## config.mk

```make
export PLATFORM = sky130hd
export DESIGN_NAME = ttb_mul
export DESIGN_NICKNAME = d
export VERILOG_FILES = /design/src/rtl/ttb_pkg.sv /design/src/rtl/ttb_mul.sv
export SDC_FILE = /design/constraint.sdc
export NUM_CORES = 2
export LEC_CHECK = 0
export BUFFER_PORTS_ARGS = -buffer_cell sky130_fd_sc_hd__buf_4
export CAP_MARGIN = 15
export CORE_UTILIZATION = 49
export CTS_CLUSTER_DIAMETER = 150
export CTS_CLUSTER_SIZE = 8
export DETAILED_ROUTE_END_ITERATION = 10
export PLACE_DENSITY = 0.65
export SKIP_LAST_GASP = 1
export SLEW_MARGIN = 20
export SYNTH_ARGS = -nofsm -noshare
export SYNTH_HDL_FRONTEND = slang
export SYNTH_SLANG_ARGS = --single-unit
```

## constraint.sdc

```tcl
create_clock -name i_clk -period 9.55 [get_ports i_clk]
set_input_delay 0.4775 -clock i_clk [delete_from_list [all_inputs] [get_ports i_clk]]
set_output_delay 0.4775 -clock i_clk [all_outputs]
set_load 0.1 [all_outputs]
```

## src/rtl/ttb_pkg.sv

```systemverilog
// Shared types and constants of the triangle tangent basis block.
`timescale 1ns / 1ps

package ttb_pkg;

    localparam int COORD_W = 32;
    localparam int DELTA_W = COORD_W + 1;
    localparam int PROD_W  = 2 * DELTA_W;
    localparam int ACC_W   = PROD_W + 1;
    localparam int MAG_W   = PROD_W;
    localparam int NORM_W  = 30;
    localparam int SUM_W   = 2 * NORM_W + 2;
    localparam int LEN_W   = NORM_W + 1;
    localparam int QFRAC   = 15;
    localparam int NUM_W   = NORM_W + QFRAC + 1;
    localparam int QUOT_W  = QFRAC + 1;
    localparam int OUT_W   = 16;
    localparam int NUM_PRODUCTS = 14;
    localparam int QSAT    = 32767;

    typedef struct packed {
        logic                       first_vertex;
        logic signed [COORD_W-1:0]  pos_x;
        logic signed [COORD_W-1:0]  pos_y;
        logic signed [COORD_W-1:0]  pos_z;
        logic signed [COORD_W-1:0]  tex_u;
        logic signed [COORD_W-1:0]  tex_v;
    } t_vertex;

    typedef struct packed {
        logic signed [OUT_W-1:0] tangent_x;
        logic signed [OUT_W-1:0] tangent_y;
        logic signed [OUT_W-1:0] tangent_z;
        logic signed [OUT_W-1:0] bitangent_x;
        logic signed [OUT_W-1:0] bitangent_y;
        logic signed [OUT_W-1:0] bitangent_z;
        logic                    degenerate;
    } t_result;

    typedef struct packed {
        logic signed [DELTA_W-1:0] e1_x;
        logic signed [DELTA_W-1:0] e1_y;
        logic signed [DELTA_W-1:0] e1_z;
        logic signed [DELTA_W-1:0] e2_x;
        logic signed [DELTA_W-1:0] e2_y;
        logic signed [DELTA_W-1:0] e2_z;
        logic signed [DELTA_W-1:0] d1_u;
        logic signed [DELTA_W-1:0] d1_v;
        logic signed [DELTA_W-1:0] d2_u;
        logic signed [DELTA_W-1:0] d2_v;
    } t_deltas;

    typedef enum logic [3:0] {
        ST_IDLE,
        ST_PROD,
        ST_CHECK,
        ST_LOAD,
        ST_SHIFT,
        ST_SQUARE,
        ST_ROOT,
        ST_DIV,
        ST_FINISH
    } t_state;

endpackage

```

## src/rtl/ttb_mul.sv

```systemverilog
// Shared signed multiplier with a registered product.
`timescale 1ns / 1ps

module ttb_mul (
    input  logic                                i_clk,
    input  logic signed [ttb_pkg::DELTA_W-1:0]  i_a,
    input  logic signed [ttb_pkg::DELTA_W-1:0]  i_b,
    output logic signed [ttb_pkg::PROD_W-1:0]   o_prod
);

    logic signed [ttb_pkg::PROD_W-1:0] r_prod;

    always_ff @(posedge i_clk) begin
        r_prod <= i_a * i_b;
    end

    assign o_prod = r_prod;

endmodule

```

==> impl_metrics.py <==
metrics = {
    "clock_tree": {
        "ctsRootBufferMaster": "clkbuf_16",
        "h-tree-depth": 3,
        "tritoncts": "built",
        "holdBufCountCts": 0,
        "ctsResizeCount": 0,
        "clk_pin_slew_worst_paths_ps": 70,
        "cts_sinks": 66,
        "cts_buffers": 9,
        "clock_path_buffers": 2,
        "cts_setup_buffers": 0,
    },
    "place": {
        "hpwlAfterDp_um": 89800,
        "place.port_buffers": 132,
        "gp_congestion": 0.900,
        "dp_slack_ps": 1040,
    },
    "timing": {
        "maxClockFrequency_mhz": 123,
        "period_share_pct": 85.2,
        "worst_pin_slew_ps": 1140,
        "setup_viol": 0,
        "hold_slack_ps": 543,
        "rsz0062_at_grt": "no",
        "period_minus_slack_ps": 8140,
        "setup_slack_ps": 1410,
        "drv_slew": 0,
        "relSlewSlack_pct": 24.0,
        "hold_viol": 0,
        "fin_tns_setup_ps": 0,
    },
    "drt": {
        "vias_per_cell": 5.31,
        "ant_nets": 0,
        "firstDrtPassIters": 5,
        "wl_per_cell_um": 20.5,
        "drt_iter0_markers": 1383,
        "routed_wl_um": 110000,
        "drc": 0,
        "vias": 28400,
    },
    "yosys": {
        "yosysSeqAreaShare_pct": 3.24,
        "syn_nets": 5767,
        "synth-edff-count": 0,
        "synth_area_um2": 40700,
        "avgSynthCellArea_um2": 9.39,
        "async_flop_share_pct": 0,
        "ys_types": 80,
        "ys_seq_elements": 66,
        "yosysWarnings": 0,
        "synth_flop_cell": "dfxtp_1",
        "syn_inst": 4338,
    },
    "grt": {
        "first_global_vias": 31800,
        "grt_pass1_wl_um": 178000,
        "grt_usage_pct": 27.6,
        "overflow": 0,
        "antenna_found_initial": 3,
        "grt_max_degree": 34,
    },
    "critical_path": {
        "path_class": "primary input to flop",
        "crit_top_cell": "fa_1",
        "cpMaxStageDelayCell": "fa_1",
        "end_kind": "flop",
        "critPathRequiredTime_ps": 9840,
        "crit_arrival_ps": 8430,
        "cpPeakStageDelay_ps": 790,
        "crit_chain": "buf_4, nand2_1, fa_1, fa_1, fa_1, inv_1, fa_1, fa_1, fa_1, fa_1, inv_1, fa_1, inv_1, ha_1, nand3_1, nor2_1, nand2_1, nor3_1, o311ai_4, nand3_2, a211oi_1, a311oi_1",
        "worstPathMaxFanout": 33,
        "startpoint_type": "primary input",
    },
    "cells_and_area": {
        "drive_above_1_share_pct": 4.49,
        "n_antenna_cell": 0,
        "area_growth_pct": 4.51,
        "largest_register_ffs": 66,
        "final_nets": 5696,
    },
    "die": {
        "pin_count": 133,
        "die_y_um": 290,
        "initial_utilization_pct": 49.6,
        "core_um2": 82100,
        "rows": 105,
        "die_x_um": 290,
        "die_area_um2": 84300,
    },
    "worst_hold_path": {
        "hold_depth": 2,
        "holdCritPathClass": "primary input to flop",
        "hold_end": "o_prod[0]",
        "min_from": "i_b[0]",
    },
    "status": {
        "status": "finished clean",
    },
    "flow_run": {
        "drv_cap": 0,
    },
}
Yosys cell counts (all sizes together), types with 5 or more instances:
cell type / number / area, µm²
a211o: 6 / 52.6
a211oi: 11 / 110
a21o: 38 / 288
a21oi: 61 / 328
a31oi: 9 / 62.6
and2: 563 / 3520
and3: 6 / 42.5
and4: 5 / 43.8
buf: 13 / 70.1
clkbuf: 208 / 781
dfxtp: 66 / 1320
fa: 1145 / 22900
ha: 217 / 2720
inv: 1131 / 4250
nand2: 551 / 2070
nand2b: 12 / 75.1
nand3: 26 / 135
nand4: 12 / 81.3
nor2: 68 / 255
nor2b: 5 / 31.3
nor3: 7 / 35.0
o211ai: 5 / 51.3
o21a: 6 / 45.0
o21ai: 33 / 173
o21bai: 11 / 82.6
o31ai: 7 / 104
xnor2: 43 / 377
xor2: 25 / 219
worst max path at each step:
stage                     startpoint    endpoint  slack, ps  depth (start not counted)
after global placement        i_b[6]  o_prod[62]       1190                         24
after CTS                     i_b[6]  o_prod[63]       1430                         23
after detailed placement      i_b[6]  o_prod[63]       1040                         23
after floorplan              i_a[32]  o_prod[62]       1840                         23
final                         i_b[9]  o_prod[64]       1410                         22
after global routing          i_b[6]  o_prod[63]       1010                         23
critical path: cells and delay by family:
kind	cells	cell delay [ps]
buf+inv	4	570
simple gates	6	1920
compound gates	3	600
fa+ha+maj	9	4840
stage by stage:
| step | std cells | area, µm² | utilization [%] |
|---|---|---|---|
| 2_1_floorplan | 4338 | 40700 | - |
| 3_3_place_gp | 5326 | 42300 | 51.5 |
| 3_5_place_dp | 5326 | 42300 | 51.5 |
| 4_1_cts | 5342 | 42600 | 51.8 |
| 5_1_grt | 5342 | 42600 | 51.8 |
| 6_report | 5342 | 42600 | 51.8 |
cell type report:
class,instances,area [µm²]
clock buffer,10,239
clock inverter,6,66.3
fill,7649,39500
inverter,1131,4250
multi-input combinational,2920,34300
sequential,66,1320
tap,1070,1340
timing repair buffer,139,1040
cell families after synthesis:
group | after synthesis | synth area share, %
compound gates | 219 | 4.07
xor+xnor | 68 | 1.46
fa+ha+maj | 1362 | 62.9
simple gates | 1271 | 15.8
buf+inv | 1352 | 12.5
flops | 66 | 3.24
layout by cell type, fill, tap and decap left out, drive strengths merged, types with 6 or more instances in the layout:
cell type | synthesis | routed
and3 | 6 | 6
o31ai | 7 | 7
nor3 | 7 | 7
o21bai | 11 | 11
xor2 | 25 | 25
nand2b | 12 | 12
buf | 13 | 139
clkbuf | 208 | 10
a31oi | 9 | 9
fa | 1145 | 1145
a21o | 38 | 38
nand2 | 551 | 551
ha | 217 | 217
dfxtp | 66 | 66
o21a | 6 | 6
a211o | 6 | 6
nand4 | 12 | 12
nor2 | 68 | 68
o21ai | 33 | 33
and2 | 563 | 563
inv | 1131 | 1131
nand3 | 26 | 26
a211oi | 11 | 11
xnor2 | 43 | 43
a21oi | 61 | 61
layer usage:
layer / track usage [%] / up-vias / part of all wire (%)
li1: - / 12200 / -
met1: 33.3 / 15100 / 37
met2: 48.9 / 860 / 53
met3: 3.38 / 228 / 5.3
met4: 13.3 / 0 / 5.2
met5: 0 / - / 0
Power is not shown: default switching activity piles up to over one toggle a cycle in this logic, so the estimate is an artifact.
