### config.mk
export PLATFORM = sky130hd
export DESIGN_NAME = ttb_div
export DESIGN_NICKNAME = d
export VERILOG_FILES = /design/src/rtl/ttb_pkg.sv /design/src/rtl/ttb_div.sv
export SDC_FILE = /design/constraint.sdc
export NUM_CORES = 1
export LEC_CHECK = 0
export ABC_CLOCK_PERIOD_IN_PS = 10800
export BUFFER_PORTS_ARGS = -buffer_cell sky130_fd_sc_hd__buf_2
export CORE_ASPECT_RATIO = 0.75
export CORE_MARGIN = 3
export CORE_UTILIZATION = 40
export DETAILED_ROUTE_END_ITERATION = 16
export MAX_ROUTING_LAYER = met4
export SKIP_CTS_REPAIR_TIMING = 1
export SLEW_MARGIN = 15
export SYNTH_ARGS = -nofsm -noshare
export SYNTH_HDL_FRONTEND = slang
export SYNTH_SLANG_ARGS = --single-unit
### constraint.sdc
create_clock -name i_clk -period 10.8 [get_ports i_clk]
set_clock_uncertainty 0.2 [all_clocks]
set_input_delay 0 -clock i_clk [delete_from_list [all_inputs] [get_ports i_clk]]
set_output_delay 0 -clock i_clk [all_outputs]
set_load 0.01 [all_outputs]
### src/rtl/ttb_pkg.sv
// Shared types and constants of the triangle tangent basis block.
`timescale 1ns / 1ps

package ttb_pkg;

    localparam int COORD_W = 32;
    localparam int DELTA_W = COORD_W + 1;
    localparam int PROD_W  = 2 * DELTA_W;
    localparam int ACC_W   = PROD_W + 1;
    localparam int MAG_W   = PROD_W;
    localparam int NORM_W  = 30;
    localparam int SUM_W   = 2 * NORM_W + 2;
    localparam int LEN_W   = NORM_W + 1;
    localparam int QFRAC   = 15;
    localparam int NUM_W   = NORM_W + QFRAC + 1;
    localparam int QUOT_W  = QFRAC + 1;
    localparam int OUT_W   = 16;
    localparam int NUM_PRODUCTS = 14;
    localparam int QSAT    = 32767;

    typedef struct packed {
        logic                       first_vertex;
        logic signed [COORD_W-1:0]  pos_x;
        logic signed [COORD_W-1:0]  pos_y;
        logic signed [COORD_W-1:0]  pos_z;
        logic signed [COORD_W-1:0]  tex_u;
        logic signed [COORD_W-1:0]  tex_v;
    } t_vertex;

    typedef struct packed {
        logic signed [OUT_W-1:0] tangent_x;
        logic signed [OUT_W-1:0] tangent_y;
        logic signed [OUT_W-1:0] tangent_z;
        logic signed [OUT_W-1:0] bitangent_x;
        logic signed [OUT_W-1:0] bitangent_y;
        logic signed [OUT_W-1:0] bitangent_z;
        logic                    degenerate;
    } t_result;

    typedef struct packed {
        logic signed [DELTA_W-1:0] e1_x;
        logic signed [DELTA_W-1:0] e1_y;
        logic signed [DELTA_W-1:0] e1_z;
        logic signed [DELTA_W-1:0] e2_x;
        logic signed [DELTA_W-1:0] e2_y;
        logic signed [DELTA_W-1:0] e2_z;
        logic signed [DELTA_W-1:0] d1_u;
        logic signed [DELTA_W-1:0] d1_v;
        logic signed [DELTA_W-1:0] d2_u;
        logic signed [DELTA_W-1:0] d2_v;
    } t_deltas;

    typedef enum logic [3:0] {
        ST_IDLE,
        ST_PROD,
        ST_CHECK,
        ST_LOAD,
        ST_SHIFT,
        ST_SQUARE,
        ST_ROOT,
        ST_DIV,
        ST_FINISH
    } t_state;

endpackage

### src/rtl/ttb_div.sv
// Iterative restoring divider, one quotient bit per cycle.
`timescale 1ns / 1ps

module ttb_div (
    input  logic                          i_clk,
    input  logic                          i_rst_n,
    input  logic                          i_start,
    input  logic [ttb_pkg::NUM_W-1:0]     i_num,
    input  logic [ttb_pkg::LEN_W-1:0]     i_den,
    output logic                          o_done,
    output logic [ttb_pkg::QUOT_W-1:0]    o_quot
);

    logic                          r_busy;
    logic                          r_done;
    logic [3:0]                    r_cnt;
    logic [ttb_pkg::NUM_W-1:0]     r_rem;
    logic [ttb_pkg::NUM_W-1:0]     r_d;
    logic [ttb_pkg::QUOT_W-1:0]    r_q;

    always_ff @(posedge i_clk) begin
        if (!i_rst_n) begin
            r_busy <= 1'b0;
            r_done <= 1'b0;
        end else begin
            r_done <= 1'b0;
            if (i_start) begin
                r_busy <= 1'b1;
            end else if (r_busy && r_cnt == 4'd0) begin
                r_busy <= 1'b0;
                r_done <= 1'b1;
            end
        end
    end

    always_ff @(posedge i_clk) begin
        if (i_start) begin
            r_rem <= i_num;
            r_d   <= {i_den, {ttb_pkg::QFRAC{1'b0}}};
            r_q   <= '0;
            r_cnt <= 4'(ttb_pkg::QUOT_W - 1);
        end else if (r_busy) begin
            if (r_rem >= r_d) begin
                r_rem <= r_rem - r_d;
                r_q   <= {r_q[ttb_pkg::QUOT_W-2:0], 1'b1};
            end else begin
                r_q   <= {r_q[ttb_pkg::QUOT_W-2:0], 1'b0};
            end
            r_d   <= r_d >> 1;
            r_cnt <= r_cnt - 4'd1;
        end
    end

    assign o_done = r_done;
    assign o_quot = r_q;

endmodule

==> impl_metrics.ini <==
[final_layout]
final_core_util = 0.524
n_antenna_cell = 0
fill_cells = 1683
layout.nets = 1075
syn_to_final_growth_pct = 27.4
drive_gt1_frac = 0.155

[synthesis]
synth-main-ff-cell = edfxtp_1
netlist_instances = 791
yosysWarnings = 0
synthXorXnorAreaFrac = 0.0527
synth_edf_count = 77
synth_area_um2 = 7310
synthSimpleGateAreaFrac = 0.130
async_reset_ff_frac = 0
synth_fa_ha_area_frac = 0.0849
synth_compound_area_frac = 0.211
syn_nets = 920
yosysTopAreaCell = edfxtp_1
synth_seq_cells = 114
synth_cell_types = 60
synth_top_family_by_area = compound AO/OA/AOI/OAI gates
synth.area.mux_share = 0.0469
ys_seq_area_frac = 0.418
synth_area_leaders = edfxtp_1 32%, dfxtp_1 10%, ha_1 8.2%
yosys.area.top_type_share = 0.316
syn_avg_cell_area_um2 = 9.24

[route]
dr.pass1.iters = 5
route.vias.total = 6231
post_drt_wl_per_cell_um = 15.6
wl_mm = 18.8
drt_iter0_drc = 456
final_antenna_net_count = 0
drc = 0
vias_per_cell = 5.19

[floorplanning]
rows = 42
coreArea_um2 = 17800
fp.dieArea_um2 = 20000
die_w_um = 162
die_height_um = 123
io_pins = 97
start_util = 0.412

[power]
p_sw_uw = 700
p_per_area_nw_per_um2 = 206
peakVddDrop_mv = 0.114
power.internal_uw = 1220
power_frac_seq = 0.307
clock_power_share = 0.273
power_frac_comb = 0.420
p_leak_uw = 0.00401
p_sw_frac = 0.364

[worst_setup_path]
worstPathMaxFanout = 31
crit_path_end_kind = register
worstSetupStartpointType = register
worst_ep_arrival_time_ps = 3910
cp.required_ps = 10660
crit_type = register to register

[place]
place.gp.congestion = 0.892
place_hpwl_mm = 13.1
place.port_buffers = 96

[sta]
fin_crit_sh = 0.375
hold_viol_final = 0
fin_setup_tns_ps = 0
slew_headroom = 0.440
finalSetupViolations = 0
tightest_slew_ps = 840
drv_slew = 0
clock.fmax_ghz = 0.247
rsz0062_at_grt = no
fin_crit_ps = 4050

[worst_hold_path]
hold_path_class = input pin to register

[global_routing]
grt_pass1_vias = 5782
use_met3 = 0.0415
grt_max_degree = 59
overflow = 0
grt_use_total = 0.194
antenna_found_initial = 0
grt_pass1_wl_mm = 29.7
grt_use_met2 = 0.281
use_met1 = 0.274
busiest_layer = met2

[clock_network]
clockBufferDepth = 2
cts_sinks = 114
h-tree-depth = 4
root_buffer = clkbuf_16
insertion_delay_ps = 420
numCtsBuffers = 17
path_clk_slew_ps = 60
cts_tree = built

[outcome]
run_status = complete, no violations

[job]
drv_cap = 0
-- flip-flops by register name (all words and copies together), names as in the netlist --
name    count
r_rem      46
o_done      1
r_d        46
r_cnt       4
o_quot     16
r_busy      1
-- final cells by class --
cell class / count / area [um^2] / area share
clock inverter: 9 / 51.3 / 0.00551
inverter: 60 / 225 / 0.0242
clock buffer: 23 / 500 / 0.0537
multi-input combinational: 571 / 3850 / 0.413
timing repair buffer: 182 / 1330 / 0.143
tap: 242 / 303 / 0.0325
sequential: 114 / 3050 / 0.328
-- path summary, 6_finish.rpt --
path / start / cells past startpoint / slack, ps / endpoint
max: r_rem[0] / 13 / 6750 / r_rem[5]
min: i_rst_n / 3 / 150 / r_busy
max reg2reg: r_rem[0] / 13 / 6750 / r_rem[5]
min reg2reg: o_quot[15] / 2 / 290 / o_quot[15]
-- per-layer routing --
| layer | routed length, um | vias up |
|---|---|---|
| li1 | - | 3151 |
| met3 | 1010 | 26 |
| met1 | 9440 | 2887 |
| met4 | 218 | 0 |
| met2 | 8110 | 167 |
| met5 | 0 | - |
-- Yosys cell counts (9+ instances only) --
master,count
ha_1,48
nand4_1,12
a21oi_1,53
a21o_1,27
edfxtp_1,77
xnor2_1,20
xor2_1,24
nand2_1,93
dfxtp_1,37
o21ai_0,62
nand3_1,9
mux2i_1,32
clkbuf_1,35
inv_1,59
a22o_1,31
nor2_1,50
-- power by group through the flow --
| stage | clock [uW] | combinational [uW] | sequential (uW) |
|---|---|---|---|
| floorplan | 0 | 607 | 587 |
| global placement | 0 | 773 | 593 |
| detailed placement | 0 | 769 | 598 |
| CTS | 538 | 777 | 590 |
| global route | 554 | 910 | 596 |
| finish | 525 | 808 | 590 |
-- cell families (layout without fill, tap and decap cells) --
group / count (synthesis) / count (layout)
xor+xnor: 44 / 44
mux: 34 / 34
simple gates: 209 / 209
buf+inv: 106 / 274
compound gates: 235 / 235
flops: 114 / 114
fa+ha+maj: 49 / 49
-- metrics by stage --
stage | instance area, um^2 | worst slack (ps) | std cells | hold slack [ps] | total power [uW]
finish | 9310 | 6750 | 1201 | 154 | 1920
global placement | 7950 | 6840 | 1088 | 26.8 | 1370
CTS | 8500 | 6700 | 1120 | -409 | 1900
detailed placement | 7950 | 6710 | 1088 | 38.6 | 1370
floorplan | 7310 | 6850 | 791 | -72.6 | 1190
global route | 9310 | 6350 | 1201 | 177 | 2060
-- layout by cell type, fill, tap and decap left out, drive strengths merged, types with 5 or more instances in the layout --
cell and instances:
nor2 50, nand4 12, nor3 5, xnor2 20
nand2 93, ha 48, a22o 31, clkinv 8
a31oi 8, nand2b 5, o211ai 7, nand3 9
a21o 27, a21oi 55, o21bai 7, nor2b 8
mux2i 32, inv 61, xor2 24, and3 8
clkbuf 23, dfxtp 37, buf 101, o21ai 70
dlygate4sd3 81, edfxtp 77
-- worst max-delay path, stage by stage, from the launching register on --
cell and delay (ps):
edfxtp_1 320, inv_1 50, ha_1 210, fa_1 400, nor2b_1 160, o2111ai_1 180
a2111oi_2 470, o2111ai_1 220, nand4_1 160, a311oi_2 130, o21ai_0 200, nand3_1 130
nand2_2 360, buf_4 500
Note: power is estimated with default switching activity, not from simulation.
