--- src/rtl/ttb_pkg.sv ---
// Shared types and constants of the triangle tangent basis block.
`timescale 1ns / 1ps

package ttb_pkg;

    localparam int COORD_W = 32;
    localparam int DELTA_W = COORD_W + 1;
    localparam int PROD_W  = 2 * DELTA_W;
    localparam int ACC_W   = PROD_W + 1;
    localparam int MAG_W   = PROD_W;
    localparam int NORM_W  = 30;
    localparam int SUM_W   = 2 * NORM_W + 2;
    localparam int LEN_W   = NORM_W + 1;
    localparam int QFRAC   = 15;
    localparam int NUM_W   = NORM_W + QFRAC + 1;
    localparam int QUOT_W  = QFRAC + 1;
    localparam int OUT_W   = 16;
    localparam int NUM_PRODUCTS = 14;
    localparam int QSAT    = 32767;

    typedef struct packed {
        logic                       first_vertex;
        logic signed [COORD_W-1:0]  pos_x;
        logic signed [COORD_W-1:0]  pos_y;
        logic signed [COORD_W-1:0]  pos_z;
        logic signed [COORD_W-1:0]  tex_u;
        logic signed [COORD_W-1:0]  tex_v;
    } t_vertex;

    typedef struct packed {
        logic signed [OUT_W-1:0] tangent_x;
        logic signed [OUT_W-1:0] tangent_y;
        logic signed [OUT_W-1:0] tangent_z;
        logic signed [OUT_W-1:0] bitangent_x;
        logic signed [OUT_W-1:0] bitangent_y;
        logic signed [OUT_W-1:0] bitangent_z;
        logic                    degenerate;
    } t_result;

    typedef struct packed {
        logic signed [DELTA_W-1:0] e1_x;
        logic signed [DELTA_W-1:0] e1_y;
        logic signed [DELTA_W-1:0] e1_z;
        logic signed [DELTA_W-1:0] e2_x;
        logic signed [DELTA_W-1:0] e2_y;
        logic signed [DELTA_W-1:0] e2_z;
        logic signed [DELTA_W-1:0] d1_u;
        logic signed [DELTA_W-1:0] d1_v;
        logic signed [DELTA_W-1:0] d2_u;
        logic signed [DELTA_W-1:0] d2_v;
    } t_deltas;

    typedef enum logic [3:0] {
        ST_IDLE,
        ST_PROD,
        ST_CHECK,
        ST_LOAD,
        ST_SHIFT,
        ST_SQUARE,
        ST_ROOT,
        ST_DIV,
        ST_FINISH
    } t_state;

endpackage

--- src/rtl/ttb_root.sv ---
// Iterative integer square root, one result bit per cycle.
`timescale 1ns / 1ps

module ttb_root (
    input  logic                         i_clk,
    input  logic                         i_rst_n,
    input  logic                         i_start,
    input  logic [ttb_pkg::SUM_W-1:0]    i_value,
    output logic                         o_done,
    output logic [ttb_pkg::LEN_W-1:0]    o_root
);

    logic                          r_busy;
    logic                          r_done;
    logic [ttb_pkg::SUM_W-1:0]     r_v;
    logic [ttb_pkg::SUM_W-1:0]     r_res;
    logic [ttb_pkg::SUM_W-1:0]     r_bit;
    logic [ttb_pkg::SUM_W:0]       trial;

    assign trial = {1'b0, r_res} + {1'b0, r_bit};

    always_ff @(posedge i_clk) begin
        if (!i_rst_n) begin
            r_busy <= 1'b0;
            r_done <= 1'b0;
        end else begin
            r_done <= 1'b0;
            if (i_start) begin
                r_busy <= 1'b1;
            end else if (r_busy && r_bit[0]) begin
                r_busy <= 1'b0;
                r_done <= 1'b1;
            end
        end
    end

    always_ff @(posedge i_clk) begin
        if (i_start) begin
            r_v   <= i_value;
            r_res <= '0;
            r_bit <= {2'b01, {(ttb_pkg::SUM_W-2){1'b0}}};
        end else if (r_busy) begin
            if ({1'b0, r_v} >= trial) begin
                r_v   <= r_v - trial[ttb_pkg::SUM_W-1:0];
                r_res <= (r_res >> 1) + r_bit;
            end else begin
                r_res <= r_res >> 1;
            end
            r_bit <= r_bit >> 2;
        end
    end

    assign o_done = r_done;
    assign o_root = r_res[ttb_pkg::LEN_W-1:0];

endmodule

--- config.mk ---
export PLATFORM = sky130hd
export DESIGN_NAME = ttb_root
export DESIGN_NICKNAME = d
export VERILOG_FILES = /design/src/rtl/ttb_pkg.sv /design/src/rtl/ttb_root.sv
export SDC_FILE = /design/constraint.sdc
export NUM_CORES = 1
export LEC_CHECK = 0
export ABC_AREA = 1
export BUFFER_PORTS_ARGS = -buffer_cell sky130_fd_sc_hd__buf_2
export CAP_MARGIN = 10
export CELL_PAD_IN_SITES_DETAIL_PLACEMENT = 1
export CELL_PAD_IN_SITES_GLOBAL_PLACEMENT = 2
export CORE_AREA = 4 4 249 251
export DETAILED_ROUTE_END_ITERATION = 10
export DIE_AREA = 0 0 253 255
export GPL_TIMING_DRIVEN = 0
export PLACE_DENSITY = 0.77
export SLEW_MARGIN = 20
export SYNTH_ARGS = -nofsm -noshare
export SYNTH_HDL_FRONTEND = slang
export SYNTH_SLANG_ARGS = --single-unit
--- constraint.sdc ---
create_clock -name i_clk -period 6.1 [get_ports i_clk]
set_clock_uncertainty 0.15 [all_clocks]
set_input_delay 1.22 -clock i_clk [delete_from_list [all_inputs] [get_ports i_clk]]
set_output_delay 1.22 -clock i_clk [all_outputs]
set_load 0.01 [all_outputs]
==> summary.txt <==
STA
  – Final hold vios: 0
  – Final worst setup slack: 0.3092 ns
  – F_max: 0.1727 GHz
  – Final period utilization: 94.93%
  – Fin crit period: 5.791 ns
  – Final Slew Violations: 0
  – Post-route setup TNS: 0 ns
  – Slew @ Worst Pin: 1.052 ns
  – Slew HR: 29.90%
  – Setup Viol. Count Final: 0

Place
  – Dpl hpwl: 71590 um
  – Count of input and output buffers: 95
  – Pre-CTS setup slack: -0.9329 ns
  – Final Wtd Congestion: 0.9472

Floorplanning
  – Total core area: 59910 sq um
  – Die height: 255 um
  – Total die area: 64520 sq um
  – Boundary Pins: 97
  – Die X: 253 um
  – Row Count: 90
  – Starting density of the core: 29.74%

Synthesis
  – Seq/Total Area, Yosys: 21.13%
  – Post-synthesis xor/xnor area fraction: 5.948%
  – Async SR Flop Fraction: 0%
  – Compound-Gate Fraction of Synth Area: 17.49%
  – Post-synth top area share: 15.74%
  – Synth area leaders: nand2_1 16%, dfxtp_1 11%, edfxtp_1 10%, ha_1 8.8%, inv_1 8.5%
  – Post-synth top area cell: nand2_1
  – Simple-gate portion of the synthesized area: 34.75%
  – Syn nets: 3164
  – Gate Count Post-Synth: 2972
  – Mapped cell area: 17820 sq um
  – Post-synthesis adder-cell area fraction: 8.961%
  – Post-synthesis average cell area: 5.995 sq um
  – Top FF cell, synth: dfxtp_1
  – Mux share of post-synthesis cell area: 0%
  – Seq cells post-synth: 157
  – Distinct cells, synth: 45
  – Largest family of logic cells by synthesized area: simple AND/OR/NAND/NOR gates
  – Number of enable flip-flop cells after synthesis: 62
  – Yosys warns: 0

Critical path
  – Critical-path top delay cell: dfxtp_1
  – Worst R2R Setup Slack: 0.31 ns
  – Critical register-to-register path endpoint: r_v[47]$_DFFE_PP_
  – Most used cell, CP: nand2_1
  – Critical Path Sink: r_v[47]$_DFFE_PP_
  – Crit path launch: r_bit[6]$_SDFFE_PP0P_
  – Delay of the slowest critical-path stage: 0.38 ns
  – CP Data Required Time: 6.11 ns
  – Worst Path Arrival: 5.80 ns
  – Setup CP Type: flop to flop
  – Crit Path Max Fanout: 33
  – Critical Path Start Type: flop
  – RR Startpoint: r_bit[6]$_SDFFE_PP0P_
  – Cell count of the worst reg-to-reg path: 31
  – Crit path capture type: flop

Power
  – VDD IR-drop max: 197.2 uV
  – PD cells: 356.1 nW/um^2
  – Leak: 8.529 nW

Final layout
  – Fillers: 8008
  – Nets: 3281
  – N_diodes: 0
  – Layout area overhead: 12.50%
  – Share of layout cells above drive strength 1: 8.446%
  – Multi-input logic area: 12110 sq um
  – Register area: 3777 sq um

Global route
  – First-pass GRT wire length: 124600 um
  – GRT Total Usage: 25.38%
  – Vias in the first global route: 20969
  – Grt total ovfl: 0
  – Pin count of the biggest net entering global routing: 34
  – Initial antenna violation count: 0

Flow run
  – Max-cap violations: 0

Detailed routing
  – DRC Markers: 0
  – DRT antenna net count: 0
  – Vias per cell: 5.172
  – Via count: 20087
  – WL/cell: 21.54 um
  – Initial drt markers: 1107
  – Router iterations before antenna repair: 7
  – Overall routed net length: 83650 um

Status
  – Outcome: finished clean

CTS
  – Max H-tree Level: 4
  – Worst-Skew Late Latency: 0.47 ns
  – Sink Count: 157
  – Root buf cell: clkbuf_16
  – Clk buf depth: 2
  – CTS Hold Bufs: 0
  – TritonCTS clock tree: built
  – Reg clk slew, reported paths: 0.07 ns
  – CTS Buf Count: 17

Worst hold path
  – Hold Crit Class: flop to flop
[registers in the layout, summed over array words and instances, names as in the netlist]
name,count
r_bit,31
o_done,1
r_busy,1
r_res,62
r_v,62
[where the power goes]
part | total, mW | switching, mW | internal [mW]
combinational | 4.41 | 2.96 | 1.45
clock | 1.11 | 0.565 | 0.542
sequential | 1.62 | 0.229 | 1.39
total | 7.14 | 3.75 | 3.38
[cells in the final DEF, fill, tap and decap left out, types with 31 or more instances in the layout]
cell,netlist,final
nor2_1,372,370
xnor2_1,44,44
xor2_1,77,75
buf_4,34,34
or2_2,31,31
edfxtp_1,62,62
o21ai_0,202,196
clkbuf_1,48,47
nand2_1,747,743
ha_1,126,123
dfxtp_1,95,84
a21oi_1,228,226
nand3_1,260,258
inv_1,403,403
buf_2,14,109
[how the worst min path moves through the flow]
| stage | startpoint | endpoint | cells past startpoint | slack [ns] |
|---|---|---|---|---|
| 3_5_place_dp | r_res[0]$_SDFFE_PP0P_ | r_res[0]$_SDFFE_PP0P_ | 2 | 0.35 |
| 3_3_place_gp | r_res[0]$_SDFFE_PP0P_ | r_res[0]$_SDFFE_PP0P_ | 2 | 0.35 |
| 6_report | r_res[0]$_SDFFE_PP0P_ | r_res[0]$_SDFFE_PP0P_ | 2 | 0.36 |
| 4_1_cts | r_res[0]$_SDFFE_PP0P_ | r_res[0]$_SDFFE_PP0P_ | 2 | 0.36 |
| 5_1_grt | r_res[0]$_SDFFE_PP0P_ | r_res[0]$_SDFFE_PP0P_ | 2 | 0.39 |
| 2_1_floorplan | r_res[0]$_SDFFE_PP0P_ | r_res[0]$_SDFFE_PP0P_ | 2 | 0.31 |
[what timing repair did]
action                     4_1_cts  5_1_grt
pin swaps                        1        1
setup endpoints to repair       81       73
resized for setup               15       32
cloned                           1        0
setup buffers                    1        0
[critical path, delay by kind of cell (launching register included)]
family	cells	cell delay, ns
AND/OR/NAND/NOR	21	2.66
AO/OA/AOI/OAI	4	0.72
adder cells (fa/ha/maj)	2	0.67
buffers and inverters	3	0.53
flip-flops	1	0.38
XOR/XNOR	1	0.28
[stage by stage]
| stage | utilization, % | power [mW] | area, sq um | std cells | hold WS (ns) |
|---|---|---|---|---|---|
| 2_1_floorplan | - | 4.487 | 17820 | 2972 | 0.3131 |
| 3_3_place_gp | 32.17 | 5.870 | 19270 | 3849 | 0.3462 |
| 3_5_place_dp | 32.21 | 5.949 | 19300 | 3850 | 0.3490 |
| 4_1_cts | 33.29 | 7.101 | 19940 | 3884 | 0.3642 |
| 5_1_grt | 33.46 | 7.687 | 20040 | 3884 | 0.3895 |
| 6_report | 33.46 | 7.138 | 20040 | 3884 | 0.3622 |
[synthesized netlist by cell type (2+ instances only)]
library cell / number
a211oi_1: 4
a21boi_0: 11
a21boi_1: 2
a21o_1: 15
a21oi_1: 228
a221oi_1: 10
a31oi_1: 20
buf_1: 8
buf_2: 14
buf_4: 34
buf_6: 3
clkbuf_1: 48
dfxtp_1: 95
edfxtp_1: 62
ha_1: 126
inv_1: 403
inv_2: 2
nand2_1: 747
nand2_2: 3
nand3_1: 260
nand3_2: 2
nand3b_1: 6
nand4_1: 28
nor2_1: 372
nor3_1: 26
nor4_1: 11
o2111ai_1: 2
o211ai_1: 8
o21a_1: 4
o21ai_0: 202
o21ai_1: 22
o21ai_2: 4
o21bai_1: 26
o22a_1: 2
o22ai_1: 3
or2_2: 31
xnor2_1: 44
xor2_1: 77
[cell type report]
class / instances / share of cell area, %
flip-flops and latches: 157 / 18.85
multi-input cells: 2304 / 60.42
clock buffers: 17 / 2.122
plain buffers: 107 / 2.847
repair buffers: 97 / 2.572
inverters: 405 / 7.585
well taps: 782 / 4.882
clock inverters: 15 / 0.7241
[per-layer routing]
| metal | track usage (%) | routed length [um] | part of all wire [%] | vias to the layer above |
|---|---|---|---|---|
| li1 | - | - | - | 9921 |
| met1 | 32.96 | 38370 | 46 | 9716 |
| met2 | 45.14 | 40450 | 48 | 356 |
| met3 | 1.666 | 2277 | 2.7 | 94 |
| met4 | 8.211 | 2552 | 3.1 | 0 |
| met5 | 0 | 0 | 0 | - |
[cell families after synthesis]
logic type                 count (synthesis)
AOI/OAI and AO/OA                        566
xor gates and xnor gates                 121
adders and majority gates                127
buffers and inverters                    512
DFF                                      157
and+or+nand+nor                         1489
No activity file was read; power rests on OpenSTA's default activity.
