File: config.mk
export PLATFORM = sky130hd
export DESIGN_NAME = ttb_vstore
export DESIGN_NICKNAME = d
export VERILOG_FILES = /design/src/rtl/ttb_pkg.sv /design/src/rtl/ttb_vstore.sv
export SDC_FILE = /design/constraint.sdc
export NUM_CORES = 1
export LEC_CHECK = 0
export ABC_AREA = 1
export BUFFER_PORTS_ARGS = -buffer_cell sky130_fd_sc_hd__buf_2
export CAP_MARGIN = 20
export CORE_MARGIN = 2
export CORE_UTILIZATION = 57
export CTS_CLUSTER_DIAMETER = 50
export DETAILED_ROUTE_END_ITERATION = 6
export GPL_ROUTABILITY_DRIVEN = 0
export PLACE_DENSITY = 0.79
export SLEW_MARGIN = 10
export SYNTH_ARGS = -nofsm -noshare
export SYNTH_HDL_FRONTEND = slang
export SYNTH_SLANG_ARGS = --single-unit
File: constraint.sdc
create_clock -name i_clk -period 13.05 [get_ports i_clk]
set_clock_uncertainty 0.2 [all_clocks]
set_input_delay 0.6525 -clock i_clk [delete_from_list [all_inputs] [get_ports i_clk]]
set_output_delay 0.6525 -clock i_clk [all_outputs]
set_load 0.01 [all_outputs]
File: src/rtl/ttb_pkg.sv
// Shared types and constants of the triangle tangent basis block.
`timescale 1ns / 1ps

package ttb_pkg;

    localparam int COORD_W = 32;
    localparam int DELTA_W = COORD_W + 1;
    localparam int PROD_W  = 2 * DELTA_W;
    localparam int ACC_W   = PROD_W + 1;
    localparam int MAG_W   = PROD_W;
    localparam int NORM_W  = 30;
    localparam int SUM_W   = 2 * NORM_W + 2;
    localparam int LEN_W   = NORM_W + 1;
    localparam int QFRAC   = 15;
    localparam int NUM_W   = NORM_W + QFRAC + 1;
    localparam int QUOT_W  = QFRAC + 1;
    localparam int OUT_W   = 16;
    localparam int NUM_PRODUCTS = 14;
    localparam int QSAT    = 32767;

    typedef struct packed {
        logic                       first_vertex;
        logic signed [COORD_W-1:0]  pos_x;
        logic signed [COORD_W-1:0]  pos_y;
        logic signed [COORD_W-1:0]  pos_z;
        logic signed [COORD_W-1:0]  tex_u;
        logic signed [COORD_W-1:0]  tex_v;
    } t_vertex;

    typedef struct packed {
        logic signed [OUT_W-1:0] tangent_x;
        logic signed [OUT_W-1:0] tangent_y;
        logic signed [OUT_W-1:0] tangent_z;
        logic signed [OUT_W-1:0] bitangent_x;
        logic signed [OUT_W-1:0] bitangent_y;
        logic signed [OUT_W-1:0] bitangent_z;
        logic                    degenerate;
    } t_result;

    typedef struct packed {
        logic signed [DELTA_W-1:0] e1_x;
        logic signed [DELTA_W-1:0] e1_y;
        logic signed [DELTA_W-1:0] e1_z;
        logic signed [DELTA_W-1:0] e2_x;
        logic signed [DELTA_W-1:0] e2_y;
        logic signed [DELTA_W-1:0] e2_z;
        logic signed [DELTA_W-1:0] d1_u;
        logic signed [DELTA_W-1:0] d1_v;
        logic signed [DELTA_W-1:0] d2_u;
        logic signed [DELTA_W-1:0] d2_v;
    } t_deltas;

    typedef enum logic [3:0] {
        ST_IDLE,
        ST_PROD,
        ST_CHECK,
        ST_LOAD,
        ST_SHIFT,
        ST_SQUARE,
        ST_ROOT,
        ST_DIV,
        ST_FINISH
    } t_state;

endpackage

File: src/rtl/ttb_vstore.sv
// Vertex holding registers and edge / UV delta formation.
`timescale 1ns / 1ps

module ttb_vstore (
    input  logic             i_clk,
    input  logic             i_hold_en,
    input  logic             i_slot,
    input  logic             i_last_en,
    input  ttb_pkg::t_vertex i_vertex,
    output ttb_pkg::t_deltas o_deltas
);

    logic signed [ttb_pkg::COORD_W-1:0] r_px [2];
    logic signed [ttb_pkg::COORD_W-1:0] r_py [2];
    logic signed [ttb_pkg::COORD_W-1:0] r_pz [2];
    logic signed [ttb_pkg::COORD_W-1:0] r_tu [2];
    logic signed [ttb_pkg::COORD_W-1:0] r_tv [2];
    ttb_pkg::t_vertex                   r_v2;

    always_ff @(posedge i_clk) begin
        if (i_hold_en) begin
            r_px[i_slot] <= i_vertex.pos_x;
            r_py[i_slot] <= i_vertex.pos_y;
            r_pz[i_slot] <= i_vertex.pos_z;
            r_tu[i_slot] <= i_vertex.tex_u;
            r_tv[i_slot] <= i_vertex.tex_v;
        end
        if (i_last_en) begin
            r_v2 <= i_vertex;
        end
    end

    // Exact 33-bit differences against vertex 0.
    always_comb begin
        o_deltas.e1_x = ttb_pkg::DELTA_W'(r_px[1]) - ttb_pkg::DELTA_W'(r_px[0]);
        o_deltas.e1_y = ttb_pkg::DELTA_W'(r_py[1]) - ttb_pkg::DELTA_W'(r_py[0]);
        o_deltas.e1_z = ttb_pkg::DELTA_W'(r_pz[1]) - ttb_pkg::DELTA_W'(r_pz[0]);
        o_deltas.e2_x = ttb_pkg::DELTA_W'(r_v2.pos_x) - ttb_pkg::DELTA_W'(r_px[0]);
        o_deltas.e2_y = ttb_pkg::DELTA_W'(r_v2.pos_y) - ttb_pkg::DELTA_W'(r_py[0]);
        o_deltas.e2_z = ttb_pkg::DELTA_W'(r_v2.pos_z) - ttb_pkg::DELTA_W'(r_pz[0]);
        o_deltas.d1_u = ttb_pkg::DELTA_W'(r_tu[1]) - ttb_pkg::DELTA_W'(r_tu[0]);
        o_deltas.d1_v = ttb_pkg::DELTA_W'(r_tv[1]) - ttb_pkg::DELTA_W'(r_tv[0]);
        o_deltas.d2_u = ttb_pkg::DELTA_W'(r_v2.tex_u) - ttb_pkg::DELTA_W'(r_tu[0]);
        o_deltas.d2_v = ttb_pkg::DELTA_W'(r_v2.tex_v) - ttb_pkg::DELTA_W'(r_tv[0]);
    end

endmodule

==> results of run 1 <==
state kept, by name, indices dropped and copies added, names as in the netlist:
name	flops
r_tu	64
r_v2	160
r_tv	64
r_pz	64
r_px	64
r_py	64
stage by stage:
stage / util, % / hold slack (ns)
after global placement: 62.9 / 0.652
final: 66.2 / 0.0258
after floorplan: - / 0.551
after global routing: 66.1 / 0.0129
after CTS: 66.1 / 0.000484
after detailed placement: 62.9 / 0.656
cell type report:
class / count / area, um2 / area share [%]
clock inverter: 40 / 455 / 1.00
inverter: 1430 / 5370 / 11.8
tap: 931 / 1160 / 2.56
timing repair buffer: 520 / 2730 / 6.00
antenna: 13 / 32.5 / 0.0716
multi-input combinational: 3988 / 19700 / 43.4
sequential: 480 / 14400 / 31.7
clock buffer: 72 / 1550 / 3.40
power by group through the flow:
stage / clock [mW] / sequential, mW / combinational [mW]
2_1_floorplan: 0 / 1.89 / 1.31
3_3_place_gp: 0 / 1.88 / 2.01
3_5_place_dp: 0 / 1.89 / 2.04
4_1_cts: 1.67 / 1.86 / 2.06
5_1_grt: 1.73 / 1.87 / 2.30
6_report: 1.65 / 1.86 / 2.10
cell usage in the layout, fill, tap and decap left out:
cell type / synthesis / final
sky130_fd_sc_hd__inv_1: 1430 / 1429
sky130_fd_sc_hd__a21oi_1: 202 / 202
sky130_fd_sc_hd__dlygate4sd3_1: 0 / 20
sky130_fd_sc_hd__nor2_2: 2 / 2
sky130_fd_sc_hd__clkbuf_16: 0 / 60
sky130_fd_sc_hd__ha_1: 320 / 320
sky130_fd_sc_hd__or2_1: 10 / 10
sky130_fd_sc_hd__fa_1: 10 / 10
sky130_fd_sc_hd__clkinv_2: 0 / 6
sky130_fd_sc_hd__nand3_1: 222 / 222
sky130_fd_sc_hd__clkinvlp_4: 0 / 5
sky130_fd_sc_hd__o21bai_1: 10 / 10
sky130_fd_sc_hd__a21oi_2: 5 / 5
sky130_fd_sc_hd__xnor2_1: 20 / 20
sky130_fd_sc_hd__a21o_1: 10 / 10
sky130_fd_sc_hd__inv_6: 0 / 6
sky130_fd_sc_hd__clkbuf_1: 0 / 12
sky130_fd_sc_hd__clkinv_1: 0 / 6
sky130_fd_sc_hd__edfxtp_1: 480 / 480
sky130_fd_sc_hd__nand3_2: 11 / 11
sky130_fd_sc_hd__bufinv_16: 0 / 5
sky130_fd_sc_hd__and2_1: 20 / 20
sky130_fd_sc_hd__nand2_1: 2485 / 2485
sky130_fd_sc_hd__inv_8: 0 / 5
sky130_fd_sc_hd__clkinv_8: 0 / 6
sky130_fd_sc_hd__nor3_1: 20 / 20
sky130_fd_sc_hd__clkinv_4: 0 / 2
sky130_fd_sc_hd__buf_6: 2 / 1
sky130_fd_sc_hd__nand4_1: 40 / 40
sky130_fd_sc_hd__buf_4: 5 / 7
sky130_fd_sc_hd__xor2_1: 130 / 130
sky130_fd_sc_hd__nor2_1: 412 / 411
sky130_fd_sc_hd__nor2_4: 0 / 1
sky130_fd_sc_hd__buf_2: 0 / 492
sky130_fd_sc_hd__diode_2: 0 / 13
sky130_fd_sc_hd__nand2_2: 59 / 59
worst max-delay path, stage by stage, from the launching register on:
cell and delay [ns]:
sky130_fd_sc_hd__edfxtp_1 0.40, sky130_fd_sc_hd__ha_1 0.25, sky130_fd_sc_hd__fa_1 0.43, sky130_fd_sc_hd__inv_1 0.14, sky130_fd_sc_hd__nand2_1 0.06, sky130_fd_sc_hd__nand2_1 0.08
sky130_fd_sc_hd__nand3_1 0.11, sky130_fd_sc_hd__nand2_2 0.13, sky130_fd_sc_hd__nand2_1 0.08, sky130_fd_sc_hd__nand2_2 0.13, sky130_fd_sc_hd__xor2_1 0.28, sky130_fd_sc_hd__buf_2 0.19
synthesized netlist by cell type (all sizes together) (20+ instances only):
master	count	area (um2)
inv	1430	5370
nor2	414	1560
nand4	40	250
xor2	130	1140
ha	320	4000
nand3	233	1220
a21oi	207	1050
and2	20	125
nor3	20	100
edfxtp	480	14400
nand2	2544	9700
xnor2	20	175
how the worst max path moves through the flow:
stage / depth (start not counted) / slack [ns] / to / start
floorplan: 2 / 4.78 / r_px[0][0] / i_hold_en
global placement: 5 / 9.26 / r_pz[0][14] / i_slot
detailed placement: 6 / 9.23 / r_pz[0][14] / i_hold_en
CTS: 11 / 9.25 / o_deltas[313] / r_px[0][0]
global route: 14 / 9.12 / o_deltas[317] / r_px[0][0]
finish: 11 / 9.28 / o_deltas[313] / r_px[0][0]
cells by family (layout without fill, tap and decap cells):
group	count (synthesis)	after routing	synth area share, %
compound gates	227	227	3.04
xor+xnor	150	150	3.32
fa+ha+maj	330	330	10.6
buf+inv	1437	2062	13.7
flops	480	480	36.4
other cells	0	13	0
simple gates	3281	3281	32.9
metal layers:
metal  vias to the layer above  global-route usage (%)  part of all wire [%]  routed length [um]
met4                        10                    16.5                   5.5                6320
met1                     17100                    38.3                    39               45200
met5                         -                       0                 0.051                  59
met3                       377                    5.33                   8.8               10100
li1                      19000                       -                     -                   -
met2                      1631                    53.2                    47               53700
==> metrics.json, run 1 <==
{
  "p_seq_share_pct": 33.2,
  "hold_path.class": "in2reg",
  "ios": 495,
  "timing.critical_path.from_type": "flip-flop",
  "grt_setup_unrepaired": "false",
  "switchingPower_mw": 2.12,
  "grt_first_pass_wirelength_um": 177000,
  "final_hold_viol_count": 0,
  "cp.arrival_ns": 2.91,
  "place_inst": 7329,
  "setup_tns_ns": 0,
  "maxSlewViolCount": 0,
  "vias": 38200,
  "ant_nets": 0,
  "min_delay_path_depth": 1,
  "per_cell_routed_wire_length_um": 15.4,
  "synth_unique_cells": 22,
  "dpl_worst_slack_ns": 9.23,
  "num-fill-cells": 6013,
  "die_h_um": 268,
  "largest_net_degree_at_the_start_of_global_routing": 68,
  "ctsHoldBuffers": 20,
  "status": "completed",
  "final-instance-count-excl-fill": 7474,
  "cts_tree": "done",
  "required_ns": 12.20,
  "internal_power_mw": 3.49,
  "cell_area_after_synthesis_um2": 39600,
  "synth-warning-count": 0,
  "power.clock.fraction_pct": 29.5,
  "power.share.combinational_pct": 37.4,
  "drc": 0,
  "synth.ff_latch_count": 480,
  "design_area_um2": 45500,
  "max_cap_violations": 0,
  "grt.total_usage_pct": 31.4,
  "grt_overflow": 0,
  "synth-edff-count": 480,
  "synthesis.nets": 6400,
  "dominantRegCellSynth": "sky130_fd_sc_hd__edfxtp_1",
  "avgSynthCellArea_um2": 6.70,
  "ratio_of_cells_with_drive_above_1_in_the_final_layout_pct": 10.3,
  "numClockSinks": 480,
  "synth-async-reset-ratio_pct": 0,
  "peak_freq_ghz": 0.265,
  "htree_levels": 2,
  "cts_made_buffers": 59,
  "std_cell_rows": 96,
  "worst_ir_drop_vdd_mv": 0.0982,
  "worst-slew-pin-transition_ns": 1.01,
  "total_power_mw": 5.61,
  "relative_area_change_from_synthesis_to_final_layout_pct": 14.9,
  "postSynthCellCount": 5905,
  "power_density_nw_per_um2": 123,
  "fin_crit_sh_pct": 28.9,
  "finalSetupViolCount": 0,
  "start_util_pct": 57.6,
  "first_iter_violations": 3255,
  "total_die_area_um2": 71600,
  "worst_hold_startpoint": "i_vertex[44]",
  "fp.coreArea_um2": 68700,
  "io_buffer_count": 493,
  "critical_path_peak_fanout": 3,
  "clk_pin_slew_worst_paths_ns": 0.06,
  "lkg_pwr_nw": 26.9,
  "finalWorstPathRequiredPeriod_ns": 3.77,
  "hold-path-endpoint": "r_tu[1][12]",
  "timing.setup.critical_path_class": "reg2out",
  "design.final.nets": 6974,
  "grt_pass1_vias": 35600,
  "final_wirelength_um": 115000,
  "timing.slew.headroom_pct": 32.7,
  "cts_max_path_buffers": 3,
  "post-dp-hpwl_um": 93700,
  "grt_antenna_before_repair": 16,
  "drt_pass1_iterations": 6,
  "post-cts-setup-buffers": 0,
  "worstSetupEndpointType": "output port",
  "cts-resized-gates": 0,
  "final.setup.worst_slack_ns": 9.28,
  "clockRootBuffer": "sky130_fd_sc_hd__clkbuf_16",
  "fp.dieW_um": 268,
  "switching_share_pct": 37.8,
  "place_area_um2": 43200,
  "portion_of_the_post_synthesis_area_used_by_sequential_elements_pct": 36.4,
  "avgViaCountPerCell": 5.11
}
No activity file was read; power rests on OpenSTA's default activity.
==> inputs of run 2 (changes only) <==
--- a/config.mk
+++ b/config.mk
@@ -9,11 +9,11 @@
 export BUFFER_PORTS_ARGS = -buffer_cell sky130_fd_sc_hd__buf_2
 export CAP_MARGIN = 20
 export CORE_MARGIN = 2
-export CORE_UTILIZATION = 57
+export CORE_UTILIZATION = 54
 export CTS_CLUSTER_DIAMETER = 50
 export DETAILED_ROUTE_END_ITERATION = 6
 export GPL_ROUTABILITY_DRIVEN = 0
-export PLACE_DENSITY = 0.79
+export PLACE_DENSITY = 0.78
 export SLEW_MARGIN = 10
 export SYNTH_ARGS = -nofsm -noshare
 export SYNTH_HDL_FRONTEND = slang
==> constraint.sdc (replaced) <==
create_clock -name i_clk -period 3.2 [get_ports i_clk]
set_clock_uncertainty 0.2 [all_clocks]
set_input_delay 0.16 -clock i_clk [delete_from_list [all_inputs] [get_ports i_clk]]
set_output_delay 0.16 -clock i_clk [all_outputs]
set_load 0.01 [all_outputs]
==> metrics.json, run 2 (same netlist as run 1, synthesis figures left out) <==
{
  "status": "completed",
  "first_iter_violations": 2958,
  "final_common_cell": "sky130_fd_sc_hd__nand2_1",
  "grt_antenna_before_repair": 9,
  "final_hold_viol_count": 0,
  "std_cell_rows": 99,
  "io_buffer_count": 493,
  "maxSlewViolCount": 0,
  "cp.arrival_ns": 2.73,
  "largest_net_degree_at_the_start_of_global_routing": 62,
  "cts_max_path_buffers": 3,
  "cts_tree": "done",
  "power_density_nw_per_um2": 503,
  "clk_pin_slew_worst_paths_ns": 0.06,
  "largest_register_ff_count": 160,
  "grt_setup_unrepaired": "true",
  "htree_levels": 3,
  "design.final.nets": 7138,
  "final_wirelength_um": 118000,
  "total_die_area_um2": 75500,
  "worstSetupEndpointType": "output port",
  "cts_made_buffers": 68,
  "finalWorstPathRequiredPeriod_ns": 3.09,
  "peak_freq_ghz": 0.324,
  "drt_pass1_iterations": 6,
  "drc": 0,
  "start_util_pct": 54.4,
  "avgViaCountPerCell": 5.08,
  "lkg_pwr_nw": 27.7,
  "post-dp-hpwl_um": 93900,
  "final_cell_mix": "sky130_fd_sc_hd__nand2_1 (2477), sky130_fd_sc_hd__inv_1 (1420), sky130_fd_sc_hd__buf_2 (490)",
  "ratio_of_cells_with_drive_above_1_in_the_final_layout_pct": 10.9,
  "required_ns": 2.84,
  "timing.critical_path.from_type": "flip-flop",
  "relative_area_change_from_synthesis_to_final_layout_pct": 19.8,
  "grt_overflow": 0,
  "timing.hold.ws_ns": 0.0930,
  "design_area_um2": 47400,
  "vias": 38900,
  "fp.dieW_um": 275,
  "place_area_um2": 43400,
  "max_flop_register": "r_v2",
  "grt_first_pass_wirelength_um": 182000,
  "clockRootBuffer": "sky130_fd_sc_hd__clkbuf_16",
  "worst-slew-pin-transition_ns": 0.739,
  "worst_ir_drop_vdd_mv": 0.553,
  "per_cell_routed_wire_length_um": 15.4,
  "ios": 495,
  "min_delay_path_depth": 2,
  "timing.slew.headroom_pct": 50.7,
  "critical_path_peak_fanout": 3,
  "fp.coreArea_um2": 72700,
  "numClockSinks": 480,
  "timing.setup.critical_path_class": "reg2out",
  "die_h_um": 275,
  "grt_pass1_vias": 36700,
  "fin_crit_sh_pct": 96.4,
  "max_cap_violations": 0,
  "grt.total_usage_pct": 30.4,
  "finalSetupViolCount": 0,
  "ant_nets": 0,
  "hold_path.class": "in2reg"
}
run 2: cell types whose count changed in the layout (fill, tap and decap cells not counted), sizes merged:
| cell | before | now |
|---|---|---|
| clkbuf | 72 | 73 |
| clkinvlp | 5 | 3 |
| dlygate4sd3 | 20 | 164 |
| inv | 1440 | 1451 |
| buf | 500 | 510 |
| clkinv | 20 | 21 |
| diode | 13 | 7 |
run 2: area by class of cell:
class | count | area (um2)
Inverter | 1430 | 5370
Clock buffer | 72 | 1720
Timing Repair Buffer | 675 | 4360
Multi-Input combinational cell | 3988 | 19800
Antenna cell | 7 | 17.5
Clock inverter | 50 | 532
Fill cell | 6227 | 25300
Tap cell | 959 | 1200
Sequential cell | 480 | 14400
run 2: worst paths after layout:
| path | slack [ns] | startpoint | endpoint |
|---|---|---|---|
| worst max-delay path | 0.11 | r_py[0][0] | o_deltas[177] |
| worst min-delay path | 0.09 | i_vertex[1] | r_tv[0][1] |
run 2: power by group:
| group | leakage [nW] | switching (mW) | internal [mW] |
|---|---|---|---|
| registers | 4.57 | 0.157 | 7.43 |
| logic | 22.1 | 5.74 | 3.02 |
| clock network | 1.10 | 3.07 | 4.43 |
| total | 27.7 | 8.97 | 14.9 |
run 2: timing repair:
item | CTS | global route
pin swaps | 0 | 7
hold endpoints to repair | 570 | 0
buffers inserted | 0 | 3
gates resized for setup | 2 | 34
setup endpoints to repair | 3 | 51
hold buffers | 164 | 0
run 2: routing by layer:
| layer | global-route usage, % | wire length, um | up-vias |
|---|---|---|---|
| li1 | - | - | 19300 |
| met5 | 0 | 73 | - |
| met4 | 14.1 | 5650 | 12 |
| met1 | 37.6 | 47100 | 17500 |
| met2 | 51.3 | 54600 | 1651 |
| met3 | 6.13 | 10600 | 341 |
run 2: critical path: stages, from the launching register on:
cell	delay, ns
sky130_fd_sc_hd__edfxtp_1	0.42
sky130_fd_sc_hd__ha_2	0.22
sky130_fd_sc_hd__fa_2	0.38
sky130_fd_sc_hd__inv_2	0.09
sky130_fd_sc_hd__nand2_1	0.06
sky130_fd_sc_hd__nand2_1	0.09
sky130_fd_sc_hd__nand3_1	0.09
sky130_fd_sc_hd__nand2_2	0.11
sky130_fd_sc_hd__nand2_1	0.07
sky130_fd_sc_hd__nand2_2	0.13
sky130_fd_sc_hd__xor2_1	0.29
sky130_fd_sc_hd__buf_2	0.20
run 2: stage by stage:
step | TNS (ns) | std cells | worst slack [ns] | utilization (%) | power (mW)
2_1_floorplan | 0 | 5905 | 0.0158 | - | 13.0
3_3_place_gp | 0 | 7365 | 0.668 | 59.7 | 15.9
3_5_place_dp | 0 | 7365 | 0.632 | 59.7 | 16.0
4_1_cts | 0 | 7651 | 0.00255 | 65.1 | 23.7
5_1_grt | -0.0336 | 7656 | -0.0253 | 65.2 | 25.1
6_report | 0 | 7661 | 0.114 | 65.2 | 23.8
